==> config.mk <==
export PLATFORM = sky130hd
export DESIGN_NAME = send_backlog_monitor_core_flat
export DESIGN_NICKNAME = d
export VERILOG_FILES = /design/src/design/sbm_pkg.sv /design/src/design/sbm_item_if.sv /design/src/design/sbm_result_if.sv /design/src/design/send_backlog_monitor_core.sv /design/src/design/sbm_cell.sv /design/src/design/sbm_history.sv /design/src/flat_wrapper.sv
export SDC_FILE = /design/constraint.sdc
export NUM_CORES = 2
export LEC_CHECK = 0
export BUFFER_PORTS_ARGS = -buffer_cell sky130_fd_sc_hd__buf_2
export CAP_MARGIN = 20
export CORE_ASPECT_RATIO = 0.6
export CORE_MARGIN = 2
export CORE_UTILIZATION = 50
export DETAILED_ROUTE_END_ITERATION = 8
export GPL_TIMING_DRIVEN = 0
export HOLD_SLACK_MARGIN = 0.06
export PLACE_DENSITY_LB_ADDON = 0.3
export SLEW_MARGIN = 5
export SYNTH_ARGS = -nofsm -noshare
export SYNTH_HDL_FRONTEND = slang
export SYNTH_HIERARCHICAL = 1
export SYNTH_SLANG_ARGS = --single-unit
==> constraint.sdc <==
create_clock -name clk -period 93.6 [get_ports clk]
set_input_delay 14.04 -clock clk [delete_from_list [all_inputs] [get_ports clk]]
set_output_delay 14.04 -clock clk [all_outputs]
set_load 0.05 [all_outputs]
==> src/design/sbm_pkg.sv <==
// Shared types, register indexes and status codes of the send backlog monitor.
package sbm_pkg;

  // Default geometry
  localparam int unsigned DEF_HISTORY_DEPTH = 12;
  localparam int unsigned DEF_SLOW_WINDOW   = 3;
  localparam int unsigned DEF_CHECK_PERIOD  = 5;

  // Field widths
  localparam int unsigned DATA_W    = 32;
  localparam int unsigned STATUS_W  = 2;
  localparam int unsigned CFG_IDX_W = 1;

  // Configuration register indexes
  localparam logic [CFG_IDX_W-1:0] REG_BACKLOG_LIMIT = 1'd0;
  localparam logic [CFG_IDX_W-1:0] REG_SLOW_MIN      = 1'd1;

  // Status codes
  localparam logic [STATUS_W-1:0] ST_OK    = 2'd0;
  localparam logic [STATUS_W-1:0] ST_CLOSE = 2'd1;
  localparam logic [STATUS_W-1:0] ST_SLOW  = 2'd2;
  localparam logic [STATUS_W-1:0] ST_ACCUM = 2'd3;

  // Per-cell comparison results
  typedef struct packed {
    logic slow;   // sample sent at most the slow threshold
    logic rise;   // queue did not shrink against the next older sample
  } cell_flags_t;

  // Row-level verdicts for the controller
  typedef struct packed {
    logic window_slow;  // every sample in the slow window is slow
    logic all_rising;   // queue never shrank across the whole row
  } hist_flags_t;

endpackage

==> src/design/sbm_item_if.sv <==
// Handshake channel carrying one send-attempt item.
interface sbm_item_if
  import sbm_pkg::*;
();
  logic              valid;
  logic              ready;
  logic [DATA_W-1:0] sent_bytes;
  logic [DATA_W-1:0] queue_before;
  logic [DATA_W-1:0] queue_after;
  logic [DATA_W-1:0] now_seconds;
  logic              close_requested;

  modport source (
    output valid, sent_bytes, queue_before, queue_after, now_seconds, close_requested,
    input  ready
  );
  modport sink (
    input  valid, sent_bytes, queue_before, queue_after, now_seconds, close_requested,
    output ready
  );
endinterface

==> src/design/sbm_result_if.sv <==
// Handshake channel carrying one status result.
interface sbm_result_if
  import sbm_pkg::*;
();
  logic                valid;
  logic                ready;
  logic [STATUS_W-1:0] status;

  modport source (
    output valid, status,
    input  ready
  );
  modport sink (
    input  valid, status,
    output ready
  );
endinterface

==> src/design/send_backlog_monitor_core.sv <==
// Top level of the send backlog monitor: control, period tracking, history row.
//
//   channel   | dir | handshake            | payload
//   ----------+-----+----------------------+------------------------------------------
//   items     | in  | valid/ready          | sent_bytes, queue_before, queue_after,
//             |     |                      | now_seconds, close_requested
//   results   | out | valid/ready          | status
//   config    | in  | wr_en (no wait)      | wr_index, wr_data
//
// An item runs through update and done, plus evaluation and decision when a sample
// is pushed: the push shifts the cell row, evaluation registers the cell flags and
// decision combines them. The result sits in an output register, so the next item
// is taken while it waits; a stalled result holds the controller in its last state.
// rst is synchronous and clears the controller, registers and history count.
module send_backlog_monitor_core
  import sbm_pkg::*;
#(
  parameter int unsigned HISTORY_DEPTH = DEF_HISTORY_DEPTH,
  parameter int unsigned SLOW_WINDOW   = DEF_SLOW_WINDOW,
  parameter int unsigned CHECK_PERIOD  = DEF_CHECK_PERIOD
) (
  input  logic                 clk,
  input  logic                 rst,
  sbm_item_if.sink             items,
  sbm_result_if.source         results,
  input  logic                 wr_en,
  input  logic [CFG_IDX_W-1:0] wr_index,
  input  logic [DATA_W-1:0]    wr_data
);

  localparam int unsigned CNT_W = $clog2(HISTORY_DEPTH + 1);
  localparam logic [CNT_W-1:0] CNT_FULL   = CNT_W'(HISTORY_DEPTH);
  localparam logic [CNT_W-1:0] CNT_WINDOW = CNT_W'(SLOW_WINDOW);

  localparam logic [2:0] S_IDLE = 3'd0;
  localparam logic [2:0] S_UPD  = 3'd1;
  localparam logic [2:0] S_EVAL = 3'd2;
  localparam logic [2:0] S_DEC  = 3'd3;
  localparam logic [2:0] S_DONE = 3'd4;

  logic [2:0]          state;
  logic [2:0]          state_next;

  logic [DATA_W-1:0]   sent_r;
  logic [DATA_W-1:0]   qbefore_r;
  logic [DATA_W-1:0]   qafter_r;
  logic [DATA_W-1:0]   now_r;
  logic                close_r;

  logic [DATA_W-1:0]   backlog_limit;
  logic [DATA_W-1:0]   slow_min_bytes;
  logic [DATA_W-1:0]   period_bytes;
  logic [DATA_W-1:0]   last_check_time;
  logic [CNT_W-1:0]    hist_count;
  logic [STATUS_W-1:0] status_r;

  logic                out_valid;
  logic [STATUS_W-1:0] out_status;

  logic                close_hit;
  logic                backlog;
  logic [DATA_W-1:0]   check_base;
  logic [DATA_W:0]     byte_sum;
  logic [DATA_W-1:0]   pb_sat;
  logic [DATA_W-1:0]   elapsed;
  logic                period_due;
  logic                push;
  logic                out_load;
  logic                drop;
  hist_flags_t         verdict;

  // Per-item decisions in the update cycle
  assign close_hit  = close_r && (qafter_r == '0);
  assign backlog    = qafter_r > backlog_limit;
  assign check_base = (period_bytes == '0) ? now_r : last_check_time;
  assign byte_sum   = {1'b0, period_bytes} + {1'b0, sent_r};
  assign pb_sat     = byte_sum[DATA_W] ? '1 : byte_sum[DATA_W-1:0];
  assign elapsed    = now_r - check_base;
  assign period_due = (now_r >= check_base) && (elapsed >= DATA_W'(CHECK_PERIOD));
  assign push       = (state == S_UPD) && !close_hit && backlog && period_due;

  // Drop the oldest sample when the row is full, not slow, not accumulating
  assign drop = (state == S_DEC) && !(verdict.window_slow && hist_count >= CNT_WINDOW)
                && (hist_count == CNT_FULL) && !verdict.all_rising;

  assign out_load    = (state == S_DONE) && (!out_valid || results.ready);
  assign items.ready = (state == S_IDLE);

  // Sequence one item through update, evaluation and hand-off
  always_comb begin
    state_next = state;
    case (state)
      S_IDLE: if (items.valid) state_next = S_UPD;
      S_UPD:  state_next = push ? S_EVAL : S_DONE;
      S_EVAL: state_next = S_DEC;
      S_DEC:  state_next = S_DONE;
      S_DONE: if (out_load) state_next = S_IDLE;
      default: state_next = S_IDLE;
    endcase
  end

  always_ff @(posedge clk) begin
    if (rst) begin
      state <= S_IDLE;
    end else begin
      state <= state_next;
    end
  end

  // Capture the item on transfer
  always_ff @(posedge clk) begin
    if (items.valid && items.ready) begin
      sent_r    <= items.sent_bytes;
      qbefore_r <= items.queue_before;
      qafter_r  <= items.queue_after;
      now_r     <= items.now_seconds;
      close_r   <= items.close_requested;
    end
  end

  // Configuration writes
  always_ff @(posedge clk) begin
    if (rst) begin
      backlog_limit  <= '0;
      slow_min_bytes <= '0;
    end else if (wr_en) begin
      case (wr_index)
        REG_BACKLOG_LIMIT: backlog_limit  <= wr_data;
        REG_SLOW_MIN:      slow_min_bytes <= wr_data;
        default: ;
      endcase
    end
  end

  // Period tracking, history count and status
  always_ff @(posedge clk) begin
    if (rst) begin
      period_bytes    <= '0;
      last_check_time <= '0;
      hist_count      <= '0;
      status_r        <= ST_OK;
    end else if (state == S_UPD) begin
      if (close_hit) begin
        status_r <= ST_CLOSE;
      end else if (backlog) begin
        status_r <= ST_OK;
        if (period_due) begin
          last_check_time <= now_r;
          period_bytes    <= '0;
          if (hist_count != CNT_FULL) begin
            hist_count <= hist_count + 1'b1;
          end
        end else begin
          last_check_time <= check_base;
          period_bytes    <= pb_sat;
        end
      end else begin
        status_r        <= ST_OK;
        period_bytes    <= '0;
        last_check_time <= now_r;
        hist_count      <= '0;
      end
    end else if (state == S_DEC) begin
      if (verdict.window_slow && hist_count >= CNT_WINDOW) begin
        status_r <= ST_SLOW;
      end else if (hist_count == CNT_FULL && verdict.all_rising) begin
        status_r <= ST_ACCUM;
      end else begin
        status_r <= ST_OK;
      end
      if (drop) begin
        hist_count <= hist_count - 1'b1;
      end
    end
  end

  // Output register
  always_ff @(posedge clk) begin
    if (rst) begin
      out_valid <= 1'b0;
    end else if (out_load) begin
      out_valid <= 1'b1;
    end else if (results.ready) begin
      out_valid <= 1'b0;
    end
  end

  always_ff @(posedge clk) begin
    if (out_load) begin
      out_status <= status_r;
    end
  end

  assign results.valid  = out_valid;
  assign results.status = out_status;

  // History row
  sbm_history #(
    .HISTORY_DEPTH (HISTORY_DEPTH),
    .SLOW_WINDOW   (SLOW_WINDOW)
  ) u_history (
    .clk       (clk),
    .push      (push),
    .new_sent  (pb_sat),
    .new_queue (qbefore_r),
    .slow_min  (slow_min_bytes),
    .verdict   (verdict)
  );

  // Checks
  a_count_bound: assert property (@(posedge clk) disable iff (rst)
    hist_count <= CNT_FULL)
    else $error("history count beyond depth");

  a_clear_on_drain: assert property (@(posedge clk) disable iff (rst)
    (state == S_UPD) && !close_hit && !backlog |=> hist_count == '0)
    else $error("history not cleared without backlog");

  a_drop_oldest: assert property (@(posedge clk) disable iff (rst)
    drop |=> hist_count == CNT_FULL - 1'b1)
    else $error("oldest sample not dropped");

  a_push_path: assert property (@(posedge clk) disable iff (rst)
    push |=> state == S_EVAL ##1 state == S_DEC)
    else $error("push not followed by evaluation");

endmodule

==> src/design/sbm_cell.sv <==
// One history cell: holds a sample, shifts it to the older neighbor, flags it.
module sbm_cell
  import sbm_pkg::*;
(
  input  logic              clk,
  input  logic              shift_en,
  input  logic [DATA_W-1:0] sent_in,
  input  logic [DATA_W-1:0] queue_in,
  input  logic [DATA_W-1:0] queue_older,
  input  logic [DATA_W-1:0] slow_min,
  output logic [DATA_W-1:0] sent,
  output logic [DATA_W-1:0] queue,
  output cell_flags_t       flags
);

  // Take the newer neighbor's sample on a push
  always_ff @(posedge clk) begin
    if (shift_en) begin
      sent  <= sent_in;
      queue <= queue_in;
    end
  end

  // Register the local comparisons every cycle
  always_ff @(posedge clk) begin
    flags.slow <= (sent <= slow_min);
    flags.rise <= (queue >= queue_older);
  end

endmodule

==> src/design/sbm_history.sv <==
// Row of history cells, newest sample in cell 0, with the row verdicts.
module sbm_history
  import sbm_pkg::*;
#(
  parameter int unsigned HISTORY_DEPTH = DEF_HISTORY_DEPTH,
  parameter int unsigned SLOW_WINDOW   = DEF_SLOW_WINDOW
) (
  input  logic              clk,
  input  logic              push,
  input  logic [DATA_W-1:0] new_sent,
  input  logic [DATA_W-1:0] new_queue,
  input  logic [DATA_W-1:0] slow_min,
  output hist_flags_t       verdict
);

  logic [DATA_W-1:0] sent_w  [HISTORY_DEPTH];
  logic [DATA_W-1:0] queue_w [HISTORY_DEPTH];
  cell_flags_t       flags_w [HISTORY_DEPTH];

  // Build the row; each cell feeds its older neighbor
  for (genvar j = 0; j < HISTORY_DEPTH; j++) begin : g_cell
    logic [DATA_W-1:0] sent_src;
    logic [DATA_W-1:0] queue_src;
    logic [DATA_W-1:0] queue_cmp;

    if (j == 0) begin : g_head
      assign sent_src  = new_sent;
      assign queue_src = new_queue;
    end else begin : g_body
      assign sent_src  = sent_w[j-1];
      assign queue_src = queue_w[j-1];
    end

    if (j == HISTORY_DEPTH - 1) begin : g_tail
      assign queue_cmp = queue_w[j];
    end else begin : g_link
      assign queue_cmp = queue_w[j+1];
    end

    sbm_cell u_cell (
      .clk         (clk),
      .shift_en    (push),
      .sent_in     (sent_src),
      .queue_in    (queue_src),
      .queue_older (queue_cmp),
      .slow_min    (slow_min),
      .sent        (sent_w[j]),
      .queue       (queue_w[j]),
      .flags       (flags_w[j])
    );
  end

  // Combine the registered cell flags
  always_comb begin
    verdict.window_slow = 1'b1;
    verdict.all_rising  = 1'b1;
    for (int k = 0; k < SLOW_WINDOW; k++) begin
      verdict.window_slow = verdict.window_slow & flags_w[k].slow;
    end
    for (int k = 0; k < HISTORY_DEPTH; k++) begin
      verdict.all_rising = verdict.all_rising & flags_w[k].rise;
    end
  end

endmodule
==> src/flat_wrapper.sv <==
// flat-port wrapper written by rule: the top's interface ports become plain ports
module send_backlog_monitor_core_flat import sbm_pkg::*;
#(
  parameter int unsigned HISTORY_DEPTH = DEF_HISTORY_DEPTH,
  parameter int unsigned SLOW_WINDOW   = DEF_SLOW_WINDOW,
  parameter int unsigned CHECK_PERIOD  = DEF_CHECK_PERIOD
)
  (clk, rst, wr_en, wr_index, wr_data, items_valid, items_sent_bytes, items_queue_before, items_queue_after, items_now_seconds, items_close_requested, items_ready, results_valid, results_status, results_ready);
  sbm_item_if items_i ();
  sbm_result_if results_i ();
  input  logic clk;
  input  logic rst;
  input  logic wr_en;
  input  logic [CFG_IDX_W-1:0] wr_index;
  input  logic [DATA_W-1:0] wr_data;
  input wire logic [$bits(items_i.valid)-1:0] items_valid;
  input wire logic [$bits(items_i.sent_bytes)-1:0] items_sent_bytes;
  input wire logic [$bits(items_i.queue_before)-1:0] items_queue_before;
  input wire logic [$bits(items_i.queue_after)-1:0] items_queue_after;
  input wire logic [$bits(items_i.now_seconds)-1:0] items_now_seconds;
  input wire logic [$bits(items_i.close_requested)-1:0] items_close_requested;
  output wire logic [$bits(items_i.ready)-1:0] items_ready;
  output wire logic [$bits(results_i.valid)-1:0] results_valid;
  output wire logic [$bits(results_i.status)-1:0] results_status;
  input wire logic [$bits(results_i.ready)-1:0] results_ready;
  assign items_i.valid = items_valid;
  assign items_i.sent_bytes = items_sent_bytes;
  assign items_i.queue_before = items_queue_before;
  assign items_i.queue_after = items_queue_after;
  assign items_i.now_seconds = items_now_seconds;
  assign items_i.close_requested = items_close_requested;
  assign items_ready = items_i.ready;
  assign results_valid = results_i.valid;
  assign results_status = results_i.status;
  assign results_i.ready = results_ready;
  send_backlog_monitor_core #(.HISTORY_DEPTH(HISTORY_DEPTH), .SLOW_WINDOW(SLOW_WINDOW), .CHECK_PERIOD(CHECK_PERIOD)) u_core (.clk(clk), .rst(rst), .items(items_i), .results(results_i), .wr_en(wr_en), .wr_index(wr_index), .wr_data(wr_data));
endmodule
### Word level (Yosys, flattened, before mapping)

Index checks and enable logic that the tools add are counted.

* bits in registers: 764
* bits of input ports: 167
* output and inout bits: 4
* word-level logic and storage cells: 145

* add/sub/neg operators: 4
* magnitude comparators: 19
* equality and inequality tests: 11
* muxes and demuxes: 24
* bitwise logic cells: 15
* reductions and logical operators: 28

Operator list (count)
* $ge 32x32->1: 13
* $mux 32: 6
* $le 32x32->1: 3
* $logic_not 32->1: 2
* $add 32x32->33: 1
* $ge 32x3->1 const B: 1
* $gt 32x32->1: 1
* $sub 32x32->32: 1
* $mux 4: 7
* $pmux 3 s5: 1
* $and 1x1->1: 13
* $logic_and 1x1->1: 12
* $mux 3: 3
* $mux 2: 4
* $reduce_and 2->1: 4
* $eq 3x2->1 const B: 2
* $ne 3x3->1 const B: 2
* $reduce_bool 2->1: 3
* $reduce_and 5->1: 1
* $add 4x1->4 const B: 1
* $eq 4x4->1 const B: 1
* $ge 4x2->1 const B: 1
* $logic_not 1->1: 4
* $ne 2x2->1 const B: 2
* 9 further kinds: 12

### Logic depth before layout (Yosys ltp)

* depth after elaboration: 16
* gate-level depth with buffers: 24
* depth with buffers taken out: 20

### By module

Netlist, hierarchy kept.

Modules (own cells, without submodules)
* sbm_cell: times used 12, cells an instance 286, area an instance 3554.7 µm², sequential area each 1961.9 µm²
* send_backlog_monitor_core: times used 1, cells an instance 1467, area an instance 14292.5 µm², sequential area each 6696.4 µm²
* sbm_history: times used 1, cells an instance 5, area an instance 35.0 µm², sequential area each 0.0 µm²

### Worst setup path before layout

OpenSTA, ideal clock, no wires.

* kind: register -> register
* start: reg u_core.period_bytes[17]
* end: reg u_core.u_history.g_cell[0].u_cell.queue[0], enable pin
* library setup time: 3774 ps
* arrival time: 76429 ps
* data required time: 89826 ps
* setup slack: 13398 ps
* cell stages (with the launch flop): 19
* buffers on the path: 2
* cells stage by stage: dfxtp_1 -> nor4_1 -> nand4_1 -> nor2_2 -> buf_2 -> buf_1 -> mux2i_1 -> ha_1 -> a21o_1 -> a21o_1 -> a21o_1 -> a211oi_1 -> a21oi_1 -> o2111ai_1 -> nand2_1 -> o311ai_1 -> a21o_1 -> nor2_1 -> nor4_1

* cells in the longest elaborated chain, start to end: 6
* elaborated cells between the ends (all ways): 7

Ends and longest elaborated chain
* start, declared: line send_backlog_monitor_core.sv:52 `logic [DATA_W-1:0] period_bytes;`
* start signal, assigned: line send_backlog_monitor_core.sv:155 `period_bytes <= pb_sat;`
* $logic_not 32->1 *: line send_backlog_monitor_core.sv:75 `assign check_base = (period_bytes == '0) ? now_r : last_check_time;`
* $mux 32 *: line send_backlog_monitor_core.sv:75
* $sub 32x32->32: line send_backlog_monitor_core.sv:78 `assign elapsed = now_r - check_base;`
* $ge 32x3->1: line send_backlog_monitor_core.sv:79 `assign period_due = (now_r >= check_base) && (elapsed >= DATA_W'(CHECK_PERIOD));`
* $logic_and 1x1->1 *: line send_backlog_monitor_core.sv:79
* $logic_and 1x1->1 *: line send_backlog_monitor_core.sv:80 `assign push = (state == S_UPD) && !close_hit && backlog && period_due;`
* net u_core.push: line send_backlog_monitor_core.sv:67 `logic push;`
* end signal, assigned: line sbm_cell.sv:20 `queue <= queue_in;`
* end, declared: line sbm_cell.sv:12 `output logic [DATA_W-1:0] queue,`

Mark *: on every way through the listed nets, which the timed path passes. The rest lies on a longest branch.
A chain may end at the register's enable or synchronous reset.

### Final worst setup path

* start: reg u_core.state[1]
* end: out items_ready

* cells in the longest elaborated chain, start to end: 1

Ends and longest elaborated chain
* start, declared: line send_backlog_monitor_core.sv:41 `logic [2:0] state;`
* start signal, assigned: line send_backlog_monitor_core.sv:106 `state <= state_next;`
* $logic_not 3->1: line send_backlog_monitor_core.sv:87 `assign items.ready = (state == S_IDLE);`
* end, declared: line flat_wrapper.sv:22 `output wire logic [$bits(items_i.ready)-1:0] items_ready;`

Every way passes these cells.

==> impl_metrics.py <==
metrics = {
    "outcome": {
        "status": "finished clean",
    },
    "drt": {
        "drt_pre_antenna_iters": 6,
        "wirelength_um": 89400,
        "ant_nets": 0,
        "routedWlPerCell_um": 17.7,
        "drc": 0,
        "drt_iter0_drc": 2462,
        "num_vias": 27600,
        "viasPerCell": 5.45,
    },
    "synthesis": {
        "syn_area_per_cell_um2": 11.4,
        "syn-cell-area_mm2": 0.0409,
        "yosysWarnings": 6,
        "syn_nets": 4342,
        "synthCells": 3599,
    },
    "clock_tree": {
        "cts_resized": 0,
        "ctsHoldBuffers": 0,
        "htreeDepth": 3,
        "clockBufferDepth": 3,
        "clk_latency_ps": 640,
        "cts_tree": "yes",
        "root_buffer": "clkbuf_16",
        "cts.sinks": 764,
        "cts_buffers": 74,
        "postCtsSetupBuffers": 0,
        "clk_pin_slew_ps": 70,
    },
    "global_routing": {
        "grt.overflow.total": 0,
        "antenna_found_initial": 7,
        "grt_pass1_vias": 26100,
        "grt_max_degree": 71,
        "grt_pass1_wl_um": 141000,
        "grt_use_total_pct": 21.1,
    },
    "setup_path": {
        "critical_path_required_ps": 79560,
        "worst_r2r_path_depth": 30,
        "path_class": "reg -> out",
        "crit_family": "buffers and inverters",
        "timing.rr.start": "u_core/period_bytes[25]",
        "path_buf_inv": 2,
        "cp-start-kind": "register",
        "cp.arrival_ps": 1990,
        "cpPeakStageDelay_ps": 460,
        "cp_slowest_cell": "nor3_1",
        "r2r_end": "u_core/u_history/g_cell[11].u_cell/queue[18]",
        "cp_cell_sequence": "clkbuf_1 -> nor3_1 -> buf_2",
        "crit_path_end_kind": "output pin",
        "cp_max_fo": 10,
        "rrSetupSlack_ps": 84510,
    },
    "power": {
        "ir_drop_uv": 17.8,
        "p_per_area_mw_per_mm2": 24.0,
        "p_leak_nw": 19.7,
    },
    "timing": {
        "fin_setup_tns_ps": 0,
        "skew_ps": 26.1,
        "final.setup.worst_slack_ps": 77570,
        "maxSlewHeadroom_pct": 38.1,
        "slew_viol_final": 0,
        "post-route-min-period_ps": 16030,
        "grt_setup_unrepaired": "no",
        "fin_crit_sh_pct": 17.1,
        "setup_viol": 0,
        "fmax_ghz": 0.0624,
        "finalHoldViolations": 0,
        "worstMarginPinSlew_ps": 904,
    },
    "floorplanning": {
        "boundaryPins": 171,
        "core_area_mm2": 0.0813,
        "chipHeight_um": 226,
        "initial_core_util_pct": 50.4,
        "die_w_um": 373,
        "fp-row-count": 81,
        "dieArea_mm2": 0.0843,
    },
    "layout": {
        "syn2layout_area_growth_pct": 13.1,
        "finalInstanceArea_mm2": 0.0463,
        "final_cell_mix": "edfxtp_1 (611), ha_1 (574), inv_1 (544), a21oi_1 (273), nand2_1 (268)",
        "nFillCells": 6747,
        "final_common_cell": "edfxtp_1",
        "drive_gt1_share_pct": 10.8,
        "fin_nets": 4663,
    },
    "place": {
        "port_buffers": 169,
        "dpl-instance-area_mm2": 0.0438,
        "hpwlAfterDp_um": 69700,
        "dp_slack_ps": 77710,
        "globalplace.congestion": 0.909,
    },
    "hold_path": {
        "hold_path_end": "u_core/u_history/g_cell[0].u_cell/queue[30]",
        "hold_path.startpoint": "u_core/qbefore_r[30]",
        "min_path_type": "reg -> reg",
        "holdPathStages": 0,
    },
    "run": {
        "maxCapViolCount": 0,
    },
}
[worst max path at each step]
stage	depth (start not counted)	slack [ps]	endpoint	startpoint
after detailed placement	4	77710	u_core/last_check_time[1]	rst
after global routing	3	77530	items_ready	u_core/state[1]
final	3	77570	items_ready	u_core/state[1]
after floorplan	18	41630	u_core/u_history/g_cell[0].u_cell/queue[0]	u_core/period_bytes[17]
after CTS	3	77550	items_ready	u_core/state[1]
after global placement	19	19850	u_core/u_history/g_cell[11].u_cell/queue[18]	u_core/period_bytes[25]
[stage by stage]
stage / hold slack, ps / instances / util [%] / power, W
floorplan: 400 / 3599 / - / 0.000745
global placement: 404 / 4847 / 53.1 / 0.000852
detailed placement: 405 / 4923 / 53.8 / 0.000799
CTS: 419 / 5059 / 56.9 / 0.00111
global route: 422 / 5060 / 57.0 / 0.00118
finish: 417 / 5060 / 57.0 / 0.00111
[power breakdown]
part	internal, W	leakage, nW	switching (W)
logic	0.000142	11.6	0.000218
registers	0.000415	6.86	0.0000255
clock network	0.000181	1.24	0.000132
total	0.000738	19.7	0.000375
[area by class of cell]
| cell class | instances | area, µm² | area share, % |
|---|---|---|---|
| Multi-Input combinational cell | 2224 | 17200 | 37.2 |
| Clock inverter | 42 | 425 | 0.919 |
| Tap cell | 1079 | 1350 | 2.92 |
| Timing Repair Buffer | 245 | 1460 | 3.15 |
| Sequential cell | 764 | 21400 | 46.3 |
| Inverter | 545 | 2050 | 4.42 |
| Clock buffer | 94 | 2090 | 4.52 |
| Antenna cell | 1 | 2.50 | 0.00541 |
| Buffer | 66 | 299 | 0.646 |
[flip-flops by register name, summed over array words and instances, names as in the netlist]
register and count:
u_core/backlog_limit 32, u_core/qbefore_r 32, u_core/slow_min_bytes 32, u_core/qafter_r 32, u_core/now_r 32, u_core/status_r 2, u_core/state 3, u_core/u_history/g_cell.u_cell/sent 96
u_core/u_history/g_cell.u_cell/flags 15, u_core/close_r 1, u_core/sent_r 32, u_core/results.status 2, u_core/u_history/g_cell.u_cell/queue 384, u_core/period_bytes 32, u_core/last_check_time 32, u_core/results.valid 1
u_core/hist_count 4
[metal layers]
layer	vias to the layer above	wire length, µm	track usage [%]
li1	13900	-	-
met1	12800	44900	32.2
met2	764	36100	30.3
met3	141	6250	4.57
met4	0	2240	5.54
met5	-	0	0
No activity file was read; power rests on OpenSTA's default activity.
